==> config.mk <==
export PLATFORM = sky130hd
export DESIGN_NAME = bpc_pres
export DESIGN_NICKNAME = d
export VERILOG_FILES = /design/src/rtl/core/bpc_pkg.sv /design/src/rtl/core/bpc_pres.sv
export SDC_FILE = /design/constraint.sdc
export NUM_CORES = 2
export LEC_CHECK = 0
export ABC_CLOCK_PERIOD_IN_PS = 11100
export BUFFER_PORTS_ARGS = -buffer_cell sky130_fd_sc_hd__buf_2
export CORE_MARGIN = 5
export CORE_UTILIZATION = 70
export DETAILED_ROUTE_END_ITERATION = 12
export PLACE_DENSITY = 0.89
export SETUP_SLACK_MARGIN = 0.5
export SLEW_MARGIN = 10
export SYNTH_ARGS = -nofsm -noshare
export SYNTH_HDL_FRONTEND = slang
export SYNTH_SLANG_ARGS = --single-unit
==> constraint.sdc <==
create_clock -name clk -period 11.1 [get_ports clk]
set_input_delay 0 -clock clk [delete_from_list [all_inputs] [get_ports clk]]
set_output_delay 0 -clock clk [all_outputs]
set_load 0.02 [all_outputs]
==> src/rtl/core/bpc_pkg.sv <==
`timescale 1ns / 1ps

package bpc_pkg;

  // calibration word width and datapath widths
  localparam int CAL_W      = 16;
  localparam int DT_W       = 25;
  localparam int TEMP_W     = 20;
  localparam int ACC_W      = 40;
  localparam int SENS_HALF_W = 20;
  localparam int PRES_W     = 32;
  localparam int CFG_IDX_W  = 3;

  // temperature constants in 0.01 C
  localparam int TEMP_BASE  = 2000;
  // distance from the 20.00 C knee down to the -15.00 C knee
  localparam int VLOW_GAP   = 3500;

  // pressure saturation limits
  localparam logic signed [PRES_W-1:0] PRES_MAX = 32'sh7FFF_FFFF;
  localparam logic signed [PRES_W-1:0] PRES_MIN = 32'sh8000_0000;

  // configuration register indexes
  typedef enum logic [CFG_IDX_W-1:0] {
    CFG_C1 = 3'd0,
    CFG_C2 = 3'd1,
    CFG_C3 = 3'd2,
    CFG_C4 = 3'd3,
    CFG_C5 = 3'd4,
    CFG_C6 = 3'd5
  } bpc_cfg_idx_t;

  // calibration words as held in the register file
  typedef struct packed {
    logic [CAL_W-1:0] c1;
    logic [CAL_W-1:0] c2;
    logic [CAL_W-1:0] c3;
    logic [CAL_W-1:0] c4;
    logic [CAL_W-1:0] c5;
    logic [CAL_W-1:0] c6;
  } bpc_cal_t;

  // compensated terms handed from the correction pipe to the pressure pipe
  typedef struct packed {
    logic                     vld;
    logic signed [TEMP_W-1:0] temp;
    logic signed [ACC_W-1:0]  off;
    logic signed [ACC_W-1:0]  sens;
  } bpc_comp_t;

endpackage

==> src/rtl/core/bpc_pres.sv <==
`timescale 1ns / 1ps

module bpc_pres #(
  parameter int RAW_BITS = 24
) (
  input  logic                                  clk,
  input  logic                                  rst_n,
  input  bpc_pkg::bpc_comp_t                    comp_i,
  input  logic [RAW_BITS-1:0]                   d1_i,
  output logic                                  out_vld,
  output logic signed [bpc_pkg::TEMP_W-1:0]     temp_o,
  output logic signed [bpc_pkg::PRES_W-1:0]     pres_o
);

  localparam int TempW  = bpc_pkg::TEMP_W;
  localparam int AccW   = bpc_pkg::ACC_W;
  localparam int HalfW  = bpc_pkg::SENS_HALF_W;
  localparam int PresW  = bpc_pkg::PRES_W;
  localparam int ProdW  = RAW_BITS + AccW;
  localparam int PartW  = RAW_BITS + HalfW;
  localparam int ProdSh = 21;
  localparam int PresSh = 15;
  localparam int Stages = 4;

  // valid bits and temperature ride along
  logic [Stages-1:0]       vld_r;
  logic [Stages-1:0]       vld_nxt;
  logic signed [TempW-1:0] temp_r [Stages];

  assign vld_nxt = {vld_r[Stages-2:0], comp_i.vld};

  always_ff @(posedge clk) begin
    if (!rst_n) begin
      vld_r <= '0;
    end else begin
      vld_r <= vld_nxt;
    end
  end

  always_ff @(posedge clk) begin
    temp_r[0] <= comp_i.temp;
    for (int i = 1; i < Stages; i++) begin
      temp_r[i] <= temp_r[i-1];
    end
  end

  // stage g: d1 times sensitivity as two partial products
  logic [PartW-1:0]        plo_r, plo_nxt;
  logic signed [PartW-1:0] phi_r, phi_nxt;
  logic signed [AccW-1:0]  off_g_r;

  always_comb begin
    plo_nxt = d1_i * comp_i.sens[HalfW-1:0];
    phi_nxt = $signed({1'b0, d1_i}) * $signed(comp_i.sens[AccW-1:HalfW]);
  end

  always_ff @(posedge clk) begin
    plo_r   <= plo_nxt;
    phi_r   <= phi_nxt;
    off_g_r <= comp_i.off;
  end

  // stage h: combine partial products
  logic signed [ProdW-1:0] prod_r, prod_nxt;
  logic signed [AccW-1:0]  off_h_r;

  assign prod_nxt = $signed({phi_r, {HalfW{1'b0}}})
                  + $signed({{(ProdW-PartW){1'b0}}, plo_r});

  always_ff @(posedge clk) begin
    prod_r  <= prod_nxt;
    off_h_r <= off_g_r;
  end

  // stage i: scale by 2^-21 toward zero and remove offset
  logic signed [ProdW-1:0] prod_bias, q1_r, q1_nxt;

  always_comb begin
    prod_bias = prod_r + $signed({{(ProdW-ProdSh){1'b0}}, {ProdSh{prod_r[ProdW-1]}}});
    q1_nxt    = (prod_bias >>> ProdSh)
              - $signed({{(ProdW-AccW){off_h_r[AccW-1]}}, off_h_r});
  end

  always_ff @(posedge clk) begin
    q1_r <= q1_nxt;
  end

  // stage j: scale by 2^-15 toward zero and saturate
  logic signed [ProdW-1:0] q1_bias, p_full;
  logic                    p_ovf;
  logic signed [PresW-1:0] pres_r, pres_nxt;

  always_comb begin
    q1_bias = q1_r + $signed({{(ProdW-PresSh){1'b0}}, {PresSh{q1_r[ProdW-1]}}});
    p_full  = q1_bias >>> PresSh;
    p_ovf   = !((&p_full[ProdW-1:PresW-1]) || !(|p_full[ProdW-1:PresW-1]));
    if (p_ovf) begin
      pres_nxt = p_full[ProdW-1] ? bpc_pkg::PRES_MIN : bpc_pkg::PRES_MAX;
    end else begin
      pres_nxt = p_full[PresW-1:0];
    end
  end

  always_ff @(posedge clk) begin
    pres_r <= pres_nxt;
  end

  assign out_vld = vld_r[Stages-1];
  assign temp_o  = temp_r[Stages-1];
  assign pres_o  = pres_r;

endmodule

==> Yosys cells after proc, flatten, opt, wreduce, memory -nomap -nowiden <==
Memory sizes are Yosys's and may differ from the RTL's.
Cells that the tools add are included.
{ "totals": {"mem_bits_rw": 80, "reg_bits": 312, "output_inout_bits": 53, "rom_bits": 0, "mem_count": 1, "latchBits": 0, "input_bits": 127, "wordCells": 21} }
{ "memory_table": {"columns": ["name", "words", "width", "read_ports", "rd_ports_with_merged_regs", "write_ports", "line_no", "source"], "rows": [
  ["temp_r", 4, 20, 4, 0, 4, "bpc_pres.sv:28", "logic signed [TempW-1:0] temp_r [Stages];"]
]} }
{ "op_classes": {"n_lt_le_gt_ge": 0, "div": 0, "n_shift": 0, "add_sub_neg": 4, "n_bitwise": 0, "mul": 2, "reduce_logical": 4, "eq_ne": 0, "mux": 2} }
{ "ops": {"columns": ["operator", "n"], "rows": [
  ["adder 64 x 22 -> 64 bit", 1],
  ["adder 64 x 45 -> 64 bit", 1],
  ["two-way mux 32 bit", 2],
  ["adder 44 x 16 -> 45 bit", 1],
  ["multiplier 24 x 20 -> 44 bit", 1],
  ["multiplier 25 x 20 -> 44 bit", 1],
  ["subtractor 43 x 40 -> 44 bit", 1],
  ["AND reduction 18 bit", 1],
  ["OR reduction 18 bit", 1],
  ["logical NOT 1 bit", 1],
  ["logical OR 1 bit", 1]
]} }

==> Depth between registers and ports, before layout <==
{ "logic_depth": {"ltp_word": 5, "depth_mapped": 27, "depth_no_buf": 25} }

==> Least setup slack after synthesis <==
Ideal clock, no wire load.
{ "synth_path": {"path_kind": "in2reg", "start": "input comp_i[24] (netlist bit)", "end": "register phi_r[41]", "setup_time_ns": 0.123, "path_stages": 25, "path_buffers": 1, "slack_ns": 4.974, "t_required_ns": 10.977, "arrival_ns": 6.002, "path_cell_list": "clkbuf_1 and2_1 fa_1 fa_1 inv_1 fa_1 inv_1 fa_1 inv_1 fa_1 inv_1 fa_1 inv_1 fa_1 inv_1 ha_1 a21o_1 a21o_1 a21oi_1 o21ai_4 a41o_1 a41oi_4 o31a_4 o21bai_1 xor2_1"} }
{ "synth_via": {"elab_chain_len": 1} }
{ "synth_lines": {"columns": ["item", "line_no", "source"], "rows": [
  ["start, declared", "bpc_pres.sv:8", "input bpc_pkg::bpc_comp_t comp_i,"],
  ["multiplier 25 x 20 -> 44 bit", "bpc_pres.sv:54", "phi_nxt = $signed({1'b0, d1_i}) * $signed(comp_i.sens[AccW-1:HalfW]);"],
  ["named net phi_nxt[41]", "bpc_pres.sv:49", "logic signed [PartW-1:0] phi_r, phi_nxt;"],
  ["end signal, assigned", "bpc_pres.sv:59", "phi_r <= phi_nxt;"],
  ["end, declared", "bpc_pres.sv:49", null]
]} }
The timed path passes the listed nets, and every way through them passes these cells.
A chain may end at the register's enable or synchronous reset.

==> Worst setup path in the final report <==
{ "layout_path": {"start": "input d1_i[6]", "end": "register plo_r[43]"} }
{ "layout_via": {"elab_chain_len": 1} }
{ "layout_lines": {"columns": ["item", "line_no", "source"], "rows": [
  ["start, declared", "bpc_pres.sv:9", "input logic [RAW_BITS-1:0] d1_i,"],
  ["multiplier 24 x 20 -> 44 bit", "bpc_pres.sv:53", "plo_nxt = d1_i * comp_i.sens[HalfW-1:0];"],
  ["named net plo_nxt[43]", "bpc_pres.sv:48", "logic [PartW-1:0] plo_r, plo_nxt;"],
  ["end signal, assigned", "bpc_pres.sv:58", "plo_r <= plo_nxt;"],
  ["end, declared", "bpc_pres.sv:48", null]
]} }
The timed path passes the listed nets, and every way through them passes these cells.

==> flow_summary.json <==
{
  "outcome": "finished clean",
  "top_layer": "met4",
  "post-synth-top-count-cell": "inv_1",
  "finalCriticalPeriod_ns": 7.03,
  "drt-met1-wl_um": 42000,
  "first_pass_iters": 8,
  "wl_met3_um": 11200,
  "syn2layout_area_growth_pct": 7.01,
  "fmax_mhz": 142,
  "initial_core_util_pct": 70.9,
  "relSlewSlack_pct": 32.3,
  "hold_path.class": "in -> reg",
  "path_class": "in -> reg",
  "fin_cells": 5905,
  "finClkSkew_ns": 0.0328,
  "grt_pass1_wl_um": 191000,
  "drt_iter0_drc": 2932,
  "ys_seq_area_share_pct": 17.0,
  "die_h_um": 266,
  "synth_top_area_share_pct": 34.4,
  "syn_area_mm2": 0.0458,
  "die_w_um": 266,
  "tritoncts": "done",
  "wl_per_cell_um": 20.0,
  "port_buffers": 179,
  "synth-edff-count": 0,
  "hpwlAfterDp_um": 85800,
  "synthTopCellsByArea": "fa_1, dfxtp_1, ha_1, inv_1, and2_1",
  "dieArea_mm2": 0.0706,
  "drc": 0,
  "antenna_found_initial": 0,
  "path_cells": "buf_2 > and2_1 > fa_1 > inv_1 > fa_1 > fa_1 > fa_1 > inv_1 > fa_1 > fa_1 > inv_1 > fa_1 > inv_1 > ha_1 > and4_1 > and2_1 > nand2_1 > a211oi_1 > o21bai_1 > a31oi_1 > a31oi_1 > mux2i_1 > a2111o_1",
  "async_flop_share_pct": 0,
  "top_level_ports": 180,
  "overflow": 0,
  "core-area_mm2": 0.0646,
  "grt_usage_pct": 33.6,
  "postSynthCellCount": 4936,
  "grt_pass1_vias": 37800,
  "cts_root_buffer": "clkbuf_16",
  "setup.worst_path.start_class": "input port",
  "utilization_pct": 75.9,
  "post-place-cells": 5772,
  "avgViaCountPerCell": 5.91,
  "fillers": 4175,
  "clk_transition_reported_paths_ns": 0.07,
  "maxCapViolCount": 0,
  "cts_setup_buffers": 0,
  "num_vias": 34900,
  "hold_viol": 0,
  "setup_tns_ns": 0,
  "grt_max_degree": 41,
  "crit_fanout": 40,
  "period_share_pct": 63.4,
  "cpMostUsedCell": "fa_1",
  "synthTopCellsByCount": "inv_1, fa_1, nand2_1, and2_1, ha_1",
  "crit_arrival_ns": 7.49,
  "clockBufferDepth": 3,
  "synth_warnings": 0,
  "crit_path_top_delay_cell": "buf_2",
  "cts_resized": 0,
  "worst_slew_pin_slew_ns": 1.02,
  "place.gp.congestion": 0.938,
  "clk_latency_ns": 0.57,
  "slew_violations": 0,
  "cp.required_ns": 11.55,
  "synth_nets": 6280,
  "cts_max_level": 2,
  "crit_family": "adder cells",
  "critPathBufInv": 5,
  "regArea_mm2": 0.00781,
  "numCtsBuffers": 39,
  "synth-seq-cells": 390,
  "yosysTopAreaCell": "fa_1",
  "finalSetupViolCount": 0,
  "ant_nets": 0,
  "synth.avg_cell_area_um2": 9.28,
  "synth_ff_type": "dfxtp_1",
  "cts_sinks": 390,
  "synth.distinct_cells": 73,
  "holdBufCountCts": 63,
  "nNetsFinal": 6365,
  "end_kind": "flop",
  "rsz0062_at_grt": "no",
  "routed_wl_um": 118000,
  "antennaDiodeCount": 0,
  "slowest_delay_ns": 0.75,
  "fp-row-count": 93,
  "layout-drive-gt1-share_pct": 5.86,
  "multi_input_area_mm2": 0.0336,
  "wl_met2_um": 57200
}
[layout by cell type, fill, tap and decap left out, types with 24 or more instances in the layout]
| cell type | count |
|---|---|
| and2_1 | 467 |
| o21a_1 | 24 |
| xor2_1 | 85 |
| fa_1 | 787 |
| nor3_1 | 27 |
| clkbuf_16 | 40 |
| a21o_1 | 85 |
| a21oi_1 | 161 |
| o21ai_0 | 66 |
| and3_1 | 46 |
| nor2_1 | 82 |
| ha_1 | 430 |
| nand2b_1 | 26 |
| nand4_1 | 34 |
| dfxtp_1 | 390 |
| inv_1 | 959 |
| xnor2_1 | 148 |
| nand3_1 | 71 |
| nand2_1 | 610 |
| buf_2 | 179 |
| dlygate4sd3_1 | 63 |
[through the flow]
stage	hold slack (ns)	instance area (um2)	setup slack [ns]
final	0.0654	49000	4.07
after global routing	0.0657	49000	3.80
after floorplan	0.0277	45800	4.97
after global placement	0.102	47100	3.77
after detailed placement	0.104	47100	3.63
after CTS	0.0600	49000	4.21
[logic make-up after synthesis]
| kind of cell | synth area share (%) |
|---|---|
| compound gates | 7.04 |
| xor+xnor | 4.46 |
| fa+ha+maj | 46.1 |
| buf+inv | 9.65 |
| flops | 17.0 |
| mux | 0.0656 |
| simple gates | 15.6 |
[final timing paths]
| kind | from | slack [ns] | cells past startpoint | to |
|---|---|---|---|---|
| hold reg to reg | off_g_r[29]$_DFF_P_ | 0.32 | 0 | off_h_r[29]$_DFF_P_ |
| setup reg to reg | prod_r[63]$_DFF_P_ | 5.27 | 21 | q1_r[41]$_DFF_P_ |
| setup / recovery | d1_i[6] | 4.07 | 23 | plo_r[43]$_DFF_P_ |
| hold / removal | comp_i[92] | 0.07 | 2 | temp_r[0][12]$_DFF_P_ |
[metal layers]
layer,GRT usage (%),vias up
met5,0,-
met2,56.6,1948
met4,18.3,0
li1,-,15200
met1,40.9,17100
met3,7.00,574
[state kept, by name, indices dropped and copies added, names as in the netlist]
signal / count
temp_r: 80
prod_r: 64
phi_r: 44
plo_r: 44
q1_r: 44
off_g_r: 40
off_h_r: 40
pres_o: 30
vld_r: 4
[cell type report]
cell class / count / area share (%)
repair buffers: 259 / 3.37
clock buffers: 51 / 2.25
well taps: 855 / 2.18
inverters: 960 / 7.35
clock inverters: 19 / 0.406
flip-flops and latches: 390 / 15.9
multi-input cells: 3371 / 68.5
Power is left out: the tool's default activity adds up to more than one toggle a clock period on the data nets, which glitch-free logic cannot reach.
