`src/rtl/core/bpc_pkg.sv`:
```
`timescale 1ns / 1ps

package bpc_pkg;

  // calibration word width and datapath widths
  localparam int CAL_W      = 16;
  localparam int DT_W       = 25;
  localparam int TEMP_W     = 20;
  localparam int ACC_W      = 40;
  localparam int SENS_HALF_W = 20;
  localparam int PRES_W     = 32;
  localparam int CFG_IDX_W  = 3;

  // temperature constants in 0.01 C
  localparam int TEMP_BASE  = 2000;
  // distance from the 20.00 C knee down to the -15.00 C knee
  localparam int VLOW_GAP   = 3500;

  // pressure saturation limits
  localparam logic signed [PRES_W-1:0] PRES_MAX = 32'sh7FFF_FFFF;
  localparam logic signed [PRES_W-1:0] PRES_MIN = 32'sh8000_0000;

  // configuration register indexes
  typedef enum logic [CFG_IDX_W-1:0] {
    CFG_C1 = 3'd0,
    CFG_C2 = 3'd1,
    CFG_C3 = 3'd2,
    CFG_C4 = 3'd3,
    CFG_C5 = 3'd4,
    CFG_C6 = 3'd5
  } bpc_cfg_idx_t;

  // calibration words as held in the register file
  typedef struct packed {
    logic [CAL_W-1:0] c1;
    logic [CAL_W-1:0] c2;
    logic [CAL_W-1:0] c3;
    logic [CAL_W-1:0] c4;
    logic [CAL_W-1:0] c5;
    logic [CAL_W-1:0] c6;
  } bpc_cal_t;

  // compensated terms handed from the correction pipe to the pressure pipe
  typedef struct packed {
    logic                     vld;
    logic signed [TEMP_W-1:0] temp;
    logic signed [ACC_W-1:0]  off;
    logic signed [ACC_W-1:0]  sens;
  } bpc_comp_t;

endpackage

```
`src/rtl/core/bpc_cfg_regs.sv`:
```
`timescale 1ns / 1ps

module bpc_cfg_regs (
  input  logic                             clk,
  input  logic                             rst_n,
  input  logic                             cfg_we,
  input  logic [bpc_pkg::CFG_IDX_W-1:0]    cfg_index,
  input  logic [bpc_pkg::CAL_W-1:0]        cfg_wdata,
  output bpc_pkg::bpc_cal_t                cal_o
);

  bpc_pkg::bpc_cal_t cal_r;
  bpc_pkg::bpc_cal_t cal_nxt;

  // register decode, unused indexes are dropped
  always_comb begin
    cal_nxt = cal_r;
    if (cfg_we) begin
      unique case (cfg_index)
        bpc_pkg::CFG_C1: cal_nxt.c1 = cfg_wdata;
        bpc_pkg::CFG_C2: cal_nxt.c2 = cfg_wdata;
        bpc_pkg::CFG_C3: cal_nxt.c3 = cfg_wdata;
        bpc_pkg::CFG_C4: cal_nxt.c4 = cfg_wdata;
        bpc_pkg::CFG_C5: cal_nxt.c5 = cfg_wdata;
        bpc_pkg::CFG_C6: cal_nxt.c6 = cfg_wdata;
        default: cal_nxt = cal_r;
      endcase
    end
  end

  always_ff @(posedge clk) begin
    if (!rst_n) begin
      cal_r <= '0;
    end else begin
      cal_r <= cal_nxt;
    end
  end

  assign cal_o = cal_r;

endmodule

```
`config.mk`:
```
export PLATFORM = sky130hd
export DESIGN_NAME = bpc_cfg_regs
export DESIGN_NICKNAME = d
export VERILOG_FILES = /design/src/rtl/core/bpc_pkg.sv /design/src/rtl/core/bpc_cfg_regs.sv
export SDC_FILE = /design/constraint.sdc
export NUM_CORES = 1
export LEC_CHECK = 0
export BUFFER_PORTS_ARGS = -buffer_cell sky130_fd_sc_hd__buf_2
export CORE_UTILIZATION = 40
export CTS_CLUSTER_SIZE = 16
export DETAILED_ROUTE_END_ITERATION = 8
export MAX_ROUTING_LAYER = met4
export PLACE_DENSITY = 0.65
export REMOVE_ABC_BUFFERS = 1
export SYNTH_ARGS = -nofsm -noshare
export SYNTH_HDL_FRONTEND = slang
export SYNTH_SLANG_ARGS = --single-unit
```
`constraint.sdc`:
```
create_clock -name clk -period 3.89 [get_ports clk]
set_clock_uncertainty 0.05 [all_clocks]
set_input_delay 0.5835 -clock clk [delete_from_list [all_inputs] [get_ports clk]]
set_output_delay 0.5835 -clock clk [all_outputs]
set_load 0.01 [all_outputs]
```
# == Word-level counts from Yosys, hierarchy flattened ==
# Index checks and enable logic that the tools add are counted.
# totals
out_inout_bits,96
register_bits,96
elab_cells,18
input_bits,22
# classes
eq_ne,5
reduce_logical,7
# op_table
op,count
$reduce_and 2->1,6
$eq 3x2->1 const B,2
$eq 3x3->1 const B,2
$eq 3x1->1 const B,1
$logic_not 3->1,1

# == Longest topological paths before layout ==
# Gate-level depths: netlist of the first run.
# depth
ltp_word,2
mapped_depth,4
ltp_nobuf,2

# == Least setup slack after synthesis of the first run ==
# No wires, ideal clock.
# synth_timing
path_type,input to register
from,input cfg_index[1] (netlist bit)
to,register cal_r (netlist bit cal_o[80])
setup_ns,0.123
path_buffers,2
setup_slack_ns,2.206
path_stages,4
required_ns,3.717
t_arrival_ns,1.511
cell_sequence,or4b_1 > buf_6 > buf_12 > mux2i_1
# synth_via
elab_chain_cells,2
# synth_lines
element,line_no,rtl
start: declaration,bpc_cfg_regs.sv:7,"input logic [bpc_pkg::CFG_IDX_W-1:0] cfg_index,"
$logic_not 3->1,bpc_cfg_regs.sv:19,unique case (cfg_index)
$reduce_and 2->1 (no source line),--,
end signal: assignment,bpc_cfg_regs.sv:35,cal_r <= cal_nxt;
end: declaration,bpc_cfg_regs.sv:12,bpc_pkg::bpc_cal_t cal_r;
# Every way passes these cells.
# A chain may end at the register's enable or synchronous reset.

# == Final worst setup path of the first run ==
# layout_timing
from,input cfg_index[1] (netlist bit)
to,register cal_r (netlist bit cal_o[95])
# The elaborated chain is that of the path after synthesis.

==> impl_metrics.env, run 1 <==
export IMPL_peakVddDrop_mv=0.1884
export IMPL_largest_reg_flops=96
export IMPL_maxUsedRoutingLayer="met4"
export IMPL_min_period_ns=1.810
export IMPL_crit_buf_inv=1
export IMPL_worstPathCellList="buf_2 > or4b_1 > mux2i_1"
export IMPL_ys_types=13
export IMPL_drtPass1Iterations=4
export IMPL_ctsResizeCount=0
export IMPL_place_hpwl_um=5282
export IMPL_synth_compound_area_share_pct=0
export IMPL_wl_met3_um=440
export IMPL_critPathTopFamily="simple AND/OR/NAND/NOR gates"
export IMPL_cts_hold_fix_buffers=0
export IMPL_grt_max_degree=77
export IMPL_setup_viol=0
export IMPL_setup_worst_path_class="input port to flip-flop"
export IMPL_grt_usage_pct=18.55
export IMPL_antenna_found_initial=0
export IMPL_post_cts_buffers=0
export IMPL_wirelength_um=8062
export IMPL_fin_ws_ns=2.080
export IMPL_numClockSinks=96
export IMPL_p_per_area_mw_per_mm2=400.3
export IMPL_root_buffer="clkbuf_8"
export IMPL_worst_slew_pin_slew_ns=0.9819
export IMPL_design_die_area_mm2=0.009115
export IMPL_crit_fanout=16
export IMPL_initial_core_util_pct=41.90
export IMPL_synth_area_per_cell_um2=10.46
export IMPL_rsz0062_at_grt="false"
export IMPL_synth_top_family_by_area="multiplexers"
export IMPL_cp_slowest_cell="or4b_1"
export IMPL_cp_slowest_stage_delay_ns=0.98
export IMPL_max_freq_mhz=552.4
export IMPL_final_net_count=465
export IMPL_clk_pin_slew_worst_paths_ns=0.09
export IMPL_area_growth_pct=23.24
export IMPL_synth_adder_area_share_pct=0
export IMPL_die_height_um=95.47
export IMPL_post_route_util_pct=51.64
export IMPL_hold_class="flip-flop to flip-flop"
export IMPL_dp_slack_ns=1.718
export IMPL_gp_congestion=0.7484
export IMPL_routed_wl_met2_um=3967
export IMPL_cts_htree_levels=3
export IMPL_yosysWarnings=0
export IMPL_syn_inst=334
export IMPL_p_leak_uw=0.002411
export IMPL_status="completed"
export IMPL_numCtsBuffers=9
export IMPL_wl_per_cell_um=14.58
export IMPL_core_area_mm2=0.008341
export IMPL_synthMuxAreaShare_pct=27.50
export IMPL_arrival_ns=2.02
export IMPL_grt_pass1_wl_um=12290
export IMPL_ys_seq_elements=96
export IMPL_slew_viol_final=0
export IMPL_yosysSeqAreaShare_pct=54.99
export IMPL_synthXorXnorAreaFrac_pct=0
export IMPL_boundaryPins=118
export IMPL_ant_nets=0
export IMPL_grt_pass1_vias=2441
export IMPL_initialDrtViolationCount=72
export IMPL_rrSetupSlack_ns=3.17
export IMPL_clk_latency_ns=0.34
export IMPL_antennaDiodeCount=0
export IMPL_syn_area_mm2=0.003495
export IMPL_critPathLaunchType="input port"
export IMPL_finalPower_uw=1724
export IMPL_die_w_um=95.47
export IMPL_cts_tree="built"
export IMPL_viasPerCell=4.767
export IMPL_overflow=0
export IMPL_rows=33
export IMPL_final_hold_viol_count=0
export IMPL_cp_end_kind="flip-flop"
export IMPL_met1_length_um=3559
export IMPL_drc_errors=0
export IMPL_synth_simple_area_share_pct=13.82
export IMPL_period_share_pct=46.53
export IMPL_required_ns=4.10
export IMPL_relSlewSlack_pct=34.54
export IMPL_drv_cap=0
export IMPL_fin_setup_tns_ns=0
export IMPL_drive_gt1_share_pct=31.03
export IMPL_whs_ns=0.4099
export IMPL_port_buffers=117
export IMPL_clockBufferDepth=2
export IMPL_route_vias_total=2636
-- synthesized netlist by cell type (all sizes together) --
| master | count | share of area [%] |
|---|---|---|
| nand4bb | 2 | 0.64 |
| and4bb | 1 | 0.36 |
| dfxtp | 96 | 55 |
| clkbuf | 11 | 1.2 |
| buf | 13 | 2.5 |
| mux2i | 96 | 27 |
| nand4b | 2 | 0.50 |
| nand2 | 112 | 12 |
| or4b | 1 | 0.29 |
-- worst reg2reg max path, delay by kind of cell (launching register included) --
kind / cells / cell delay (ns)
muxes: 1 / 0.16
and+or+nand+nor: 1 / 0.06
DFF: 1 / 0.36
-- placed cells by master (no fill, tap or decap), drive strengths merged --
cell type and count:
and4bb 1, mux2i 96, dfxtp 96, buf 122
or4b 1, inv 1, clkinvlp 2, nand4b 2
nand4bb 2, nand2 112, clkbuf 12, clkinv 1
-- cell families after synthesis --
logic type             after synthesis
buffers and inverters               24
flip-flops                          96
multiplexers                        96
AND/OR/NAND/NOR                    118
-- metal layers --
layer / GRT usage [%] / vias to the layer above
met4: 6.343 / 0
met5: - / -
met1: 22.40 / 1230
met3: 4.466 / 9
met2: 30.24 / 75
li1: - / 1322
-- where the power goes --
part           internal, uW  switching [uW]  leakage (uW)
combinational          49.6            77.0       0.00155
sequential             1000            10.6      0.000777
clock                   252             331     0.0000830
total                  1310             418       0.00241
-- path summary, 6_finish.rpt --
path	startpoint	endpoint	depth (start not counted)
worst min register to register	cal_o[62]$_SDFFE_PN0P_	cal_o[62]$_SDFFE_PN0P_	2
worst max-delay path	cfg_index[1]	cal_o[95]$_SDFFE_PN0P_	3
worst max register to register	cal_o[54]$_SDFFE_PN0P_	cal_o[54]$_SDFFE_PN0P_	2
worst min-delay path	cal_o[62]$_SDFFE_PN0P_	cal_o[62]$_SDFFE_PN0P_	2
-- through the flow --
stage	cell area, um2	std cells
after floorplan	3366	310
after global placement	4133	537
after detailed placement	4133	537
after CTS	4307	553
after global routing	4307	553
final	4307	553
-- layout make-up --
cell class	instances	area, um2
well taps	105	131.4
repair buffers	122	625.6
clock inverters	4	28.78
multi-input cells	214	1454
fillers	809	4034
flip-flops and latches	96	1922
clock buffers	12	145.1
No activity file was read; power rests on OpenSTA's default activity.
==> run 2, diff against run 1 <==
--- a/config.mk
+++ b/config.mk
@@ -10,7 +10,7 @@
 export CTS_CLUSTER_SIZE = 16
 export DETAILED_ROUTE_END_ITERATION = 8
 export MAX_ROUTING_LAYER = met4
-export PLACE_DENSITY = 0.65
+export PLACE_DENSITY = 0.67
 export REMOVE_ABC_BUFFERS = 1
 export SYNTH_ARGS = -nofsm -noshare
 export SYNTH_HDL_FRONTEND = slang
==> constraint.sdc (replaced) <==
create_clock -name clk -period 1.6 [get_ports clk]
set_clock_uncertainty 0.05 [all_clocks]
set_input_delay 0.24 -clock clk [delete_from_list [all_inputs] [get_ports clk]]
set_output_delay 0.24 -clock clk [all_outputs]
set_load 0.01 [all_outputs]
==> impl_metrics.env, run 2 (same netlist as run 1, synthesis figures left out) <==
export IMPL_die_w_um=95.47
export IMPL_peakVddDrop_mv=0.4261
export IMPL_arrival_ns=0.85
export IMPL_drv_cap=0
export IMPL_cp_end_kind="primary output"
export IMPL_rsz0062_at_grt="false"
export IMPL_cp_slowest_cell="dfxtp_1"
export IMPL_gp_congestion=0.7045
export IMPL_p_int_uw=3393
export IMPL_whs_path_depth=3
export IMPL_design_die_area_mm2=0.009115
export IMPL_final_cell_mix="116 x buf_2, 112 x nand2_1, 96 x mux2i_1, 96 x dfxtp_1, 11 x clkbuf_8"
export IMPL_grt_pass1_wl_um=12540
export IMPL_p_per_area_mw_per_mm2=985.4
export IMPL_rr_worst_depth=2
export IMPL_sequentialPowerShare_pct=56.1
export IMPL_wirelength_um=7988
export IMPL_viasPerCell=4.767
export IMPL_post_cts_buffers=0
export IMPL_cp_slowest_stage_delay_ns=0.36
export IMPL_crit_buf_inv=1
export IMPL_required_ns=1.31
export IMPL_setup_viol=0
export IMPL_wl_per_cell_um=14.32
export IMPL_root_buffer="clkbuf_8"
export IMPL_cp_depth=1
export IMPL_drc_errors=0
export IMPL_grt_usage_pct=18.96
export IMPL_cts_tree="built"
export IMPL_clk_latency_ns=0.35
export IMPL_place_hpwl_um=5326
export IMPL_final_common_cell="buf_2"
export IMPL_rows=33
export IMPL_grt_pass1_vias=2528
export IMPL_drive_gt1_share_pct=31.13
export IMPL_slew_viol_final=0
export IMPL_combPwrFrac_pct=7.6
export IMPL_period_share_pct=71.29
export IMPL_ant_nets=0
export IMPL_post_route_util_pct=53.48
export IMPL_initial_core_util_pct=41.90
export IMPL_hold_class="input port to flip-flop"
export IMPL_critPathLaunchType="flip-flop"
export IMPL_critPathTopFamily="flip-flops"
export IMPL_status="completed"
export IMPL_ctsResizeCount=0
export IMPL_antennaDiodeCount=0
export IMPL_antenna_found_initial=0
export IMPL_grt_max_degree=36
export IMPL_clockBufferDepth=2
export IMPL_max_freq_mhz=876.7
export IMPL_switching_share_pct=22.80
export IMPL_route_vias_total=2660
export IMPL_clock_power_share_pct=36.3
export IMPL_drtPass1Iterations=4
export IMPL_cts_hold_fix_buffers=0
export IMPL_worst_slew_pin_slew_ns=0.3333
export IMPL_p_leak_uw=0.002486
export IMPL_final_hold_viol_count=0
export IMPL_crit_fanout=2
export IMPL_cts_htree_levels=3
export IMPL_p_switching_uw=1002
export IMPL_initialDrtViolationCount=70
export IMPL_die_height_um=95.47
export IMPL_setup_worst_path_class="flip-flop to primary output"
export IMPL_fin_setup_tns_ns=0
export IMPL_numClockSinks=96
export IMPL_worstPathCellList="buf_2"
export IMPL_overflow=0
export IMPL_final_net_count=470
export IMPL_area_growth_pct=27.64
export IMPL_min_period_ns=1.141
export IMPL_numCtsBuffers=9
export IMPL_core_area_mm2=0.008341
export IMPL_largest_reg_flops=96
export IMPL_boundaryPins=118
export IMPL_whs_ns=0.2029
export IMPL_relSlewSlack_pct=77.78
export IMPL_clk_pin_slew_worst_paths_ns=0.09
export IMPL_port_buffers=117
## run 2: changes by cell type in the layout (fill, tap and decap cells not counted)
cell	change
nand4bb_1	+2
nand4bb_2	-2
clkinvlp_4	-1
clkinv_2	-1
bufinv_16	+1
clkbuf_1	+1
buf_4	-3
buf_12	+8
clkbuf_8	+1
inv_6	-1
## run 2: worst paths after layout
kind         slack, ns                   start                      to
min               0.20                   rst_n   cal_o[5]$_SDFFE_PN0P_
max reg2reg       0.95  cal_o[34]$_SDFFE_PN0P_  cal_o[34]$_SDFFE_PN0P_
min reg2reg       0.41   cal_o[1]$_SDFFE_PN0P_   cal_o[1]$_SDFFE_PN0P_
max               0.46  cal_o[72]$_SDFFE_PN0P_               cal_o[72]
## run 2: final cells by class
cell class	instances	area, um2
timing repair buffer	127	763.2
fill	751	3880
clock inverter	2	37.54
sequential	96	1922
multi-input combinational	214	1444
tap	105	131.4
clock buffer	14	162.7
## run 2: power by group through the flow
stage	combinational [uW]	clock (uW)	sequential, uW
2_1_floorplan	120	0	2550
3_3_place_gp	333	0	2520
3_5_place_dp	340	0	2520
4_1_cts	341	1640	2470
5_1_grt	367	1760	2470
6_report	335	1590	2470
## run 2: per-stage QoR
step                setup WS, ns  instance area, um2  std cells  total power, uW
floorplan                0.09284                3366        310             2667
global placement          0.1702                4260        542             2852
detailed placement        0.1523                4260        542             2862
CTS                       0.4307                4461        558             4445
global route              0.3967                4461        558             4604
finish                    0.4594                4461        558             4395
## run 2: tightest hold or removal path, stage by stage
cell	delay [ns]
buf_4	0.18
nand2_1	0.08
mux2i_1	0.05
## run 2: per-layer routing
| layer | global-route usage (%) | up-vias | wire, um |
|---|---|---|---|
| met5 | - | - | 0 |
| met4 | 7.960 | 0 | 116 |
| met3 | 4.705 | 10 | 427 |
| met2 | 29.82 | 83 | 3656 |
| met1 | 23.15 | 1232 | 3787 |
| li1 | - | 1335 | - |
==> run 3, diff against run 2 <==
==> constraint.sdc (replaced) <==
create_clock -name clk -period 1 [get_ports clk]
set_clock_uncertainty 0.05 [all_clocks]
set_input_delay 0.15 -clock clk [delete_from_list [all_inputs] [get_ports clk]]
set_output_delay 0.15 -clock clk [all_outputs]
set_load 0.01 [all_outputs]
==> impl_metrics.env, run 3 (same netlist as run 1, synthesis figures left out) <==
export IMPL_fin_ws_ns=-0.01063
export IMPL_p_switching_uw=1676
export IMPL_clk_latency_ns=0.34
export IMPL_grt_usage_pct=20.06
export IMPL_final_common_cell="nand2_1"
export IMPL_rows=33
export IMPL_grt_max_degree=32
export IMPL_multiInputGateArea_mm2=0.001448
export IMPL_crit_buf_inv=2
export IMPL_p_leak_uw=0.002727
export IMPL_cp_depth=4
export IMPL_p_int_uw=5398
export IMPL_hold_class="input port to flip-flop"
export IMPL_worstPathCellList="buf_2 > or4b_1 > buf_12 > mux2i_2"
export IMPL_critPathLaunch="cfg_index[1]"
export IMPL_root_buffer="clkbuf_8"
export IMPL_cp_slowest_cell="or4b_1"
export IMPL_initial_core_util_pct=41.90
export IMPL_slew_viol_final=0
export IMPL_critPathTopFamily="simple AND/OR/NAND/NOR gates"
export IMPL_final_cell_mix="112 x nand2_1, 96 x dfxtp_2, 96 x buf_6"
export IMPL_largest_reg_flops=96
export IMPL_peakVddDrop_mv=0.9013
export IMPL_wl_met3_um=414
export IMPL_cts_htree_levels=3
export IMPL_placed_cells=561
export IMPL_critPathLaunchType="input port"
export IMPL_port_buffers=117
export IMPL_core_area_mm2=0.008341
export IMPL_cts_tree="built"
export IMPL_drc_errors=0
export IMPL_overflow=0
export IMPL_drtPass1Iterations=4
export IMPL_combPwrFrac_pct=9.6
export IMPL_arrival_ns=1.18
export IMPL_wl_per_cell_um=14.79
export IMPL_numClockSinks=96
export IMPL_post_route_util_pct=64.37
export IMPL_ant_nets=0
export IMPL_initialDrtViolationCount=85
export IMPL_crit_end="cal_o[92]$_SDFFE_PN0P_"
export IMPL_finalPower_uw=7073
export IMPL_route_vias_total=2842
export IMPL_die_height_um=95.47
export IMPL_fin_cells=590
export IMPL_boundaryPins=118
export IMPL_clk_pin_slew_worst_paths_ns=0.09
export IMPL_relSlewSlack_pct=83.13
export IMPL_worst_slew_pin_slew_ns=0.2524
export IMPL_rrSetupSlack_ns=0.24
export IMPL_rr_startpoint="cal_o[42]$_SDFFE_PN0P_"
export IMPL_required_ns=1.17
export IMPL_clockBufferDepth=2
export IMPL_rsz0062_at_grt="true"
export IMPL_maxUsedRoutingLayer="met4"
export IMPL_sequentialPowerShare_pct=56.3
export IMPL_cts_hold_fix_buffers=0
export IMPL_drv_cap=0
export IMPL_period_share_pct=101.1
export IMPL_regArea_mm2=0.002042
export IMPL_antennaDiodeCount=0
export IMPL_die_w_um=95.47
export IMPL_n_fill_cell=677
export IMPL_final_net_count=502
export IMPL_setup_viol=20
export IMPL_numCtsBuffers=9
export IMPL_viasPerCell=4.817
export IMPL_max_freq_mhz=989.5
export IMPL_violations="negative setup slack"
export IMPL_clock_power_share_pct=34.1
export IMPL_drive_gt1_share_pct=56.08
export IMPL_final_hold_viol_count=0
export IMPL_cp_slowest_stage_delay_ns=0.57
export IMPL_status="finished, violations left"
export IMPL_gp_congestion=0.7574
export IMPL_antenna_found_initial=0
export IMPL_p_per_area_mw_per_mm2=1317
export IMPL_rr_worst_depth=3
export IMPL_met1_length_um=3880
export IMPL_r2r_end="cal_o[42]$_SDFFE_PN0P_"
export IMPL_cp_end_kind="flip-flop"
export IMPL_grt_pass1_vias=2776
export IMPL_min_period_ns=1.011
export IMPL_grt_pass1_wl_um=13390
export IMPL_routed_wl_met2_um=4302
export IMPL_switching_share_pct=23.69
export IMPL_place_hpwl_um=5743
export IMPL_wirelength_um=8727
export IMPL_setup_worst_path_class="input port to flip-flop"
export IMPL_crit_fanout=16
export IMPL_design_die_area_mm2=0.009115
export IMPL_area_growth_pct=53.63
run 3: cell types whose count changed in the layout (fill, tap and decap cells not counted):
cell,before,now
clkbuf_8,11,12
dfxtp_1,96,0
buf_4,3,39
buf_2,116,20
mux2i_1,96,95
buf_12,8,4
clkinv_4,0,2
dfxtp_2,0,96
buf_6,0,96
mux2i_2,0,1
bufinv_16,1,0
clkbuf_1,3,1
run 3: area by class of cell:
class                           instances  share of cell area (%)
Timing Repair Buffer                  159                   28.94
Clock inverter                          3                  0.4661
Clock buffer                           13                   3.146
Sequential cell                        96                   38.03
Multi-Input combinational cell        214                   26.96
Tap cell                              105                   2.447
run 3: through the flow:
step	hold slack, ns	cell area [um2]	setup TNS (ns)	setup WS (ns)
final	0.1125	5369	-0.05191	-0.01063
after global routing	0.1137	5369	-3.082	-0.05362
after CTS	0.09971	5298	-1.605	-0.02955
after detailed placement	0.3962	4353	-16.77	-0.3348
after global placement	0.3905	4353	-15.53	-0.3206
after floorplan	0.2469	3366	-31.92	-0.4172
run 3: tightest hold or removal path: cells and delay by family:
kind                   cells  cell delay (ns)
buffers and inverters      1             0.09
and+or+nand+nor            1             0.14
muxes                      1             0.09
run 3: power by group through the flow:
stage | Sequential (uW) | Combinational (uW) | Clock, uW
3_5_place_dp | 4040 | 571 | 0
2_1_floorplan | 4070 | 193 | 0
3_3_place_gp | 4030 | 562 | 0
5_1_grt | 3990 | 731 | 2670
6_report | 3980 | 680 | 2410
4_1_cts | 3980 | 670 | 2500
run 3: worst min path at each step:
stage,from,to,slack (ns),cells past startpoint
4_1_cts,cfg_wdata[5],cal_o[21]$_SDFFE_PN0P_,0.1,3
3_5_place_dp,cal_o[73]$_SDFFE_PN0P_,cal_o[73]$_SDFFE_PN0P_,0.40,2
2_1_floorplan,rst_n,cal_o[64]$_SDFFE_PN0P_,0.25,2
3_3_place_gp,cal_o[3]$_SDFFE_PN0P_,cal_o[3]$_SDFFE_PN0P_,0.39,2
6_report,cfg_wdata[9],cal_o[57]$_SDFFE_PN0P_,0.11,3
5_1_grt,cfg_wdata[5],cal_o[85]$_SDFFE_PN0P_,0.11,3
run 3: metal layers:
metal | GRT usage [%] | up-vias
li1 | - | 1398
met1 | 23.21 | 1350
met2 | 33.75 | 80
met3 | 4.864 | 14
met4 | 7.214 | 0
met5 | - | -
run 3: what timing repair did:
action,in CTS,in global routing
gates resized for setup,192,1
setup buffers,4,9
endpoints found under the setup margin,96,97
pin swaps,0,0
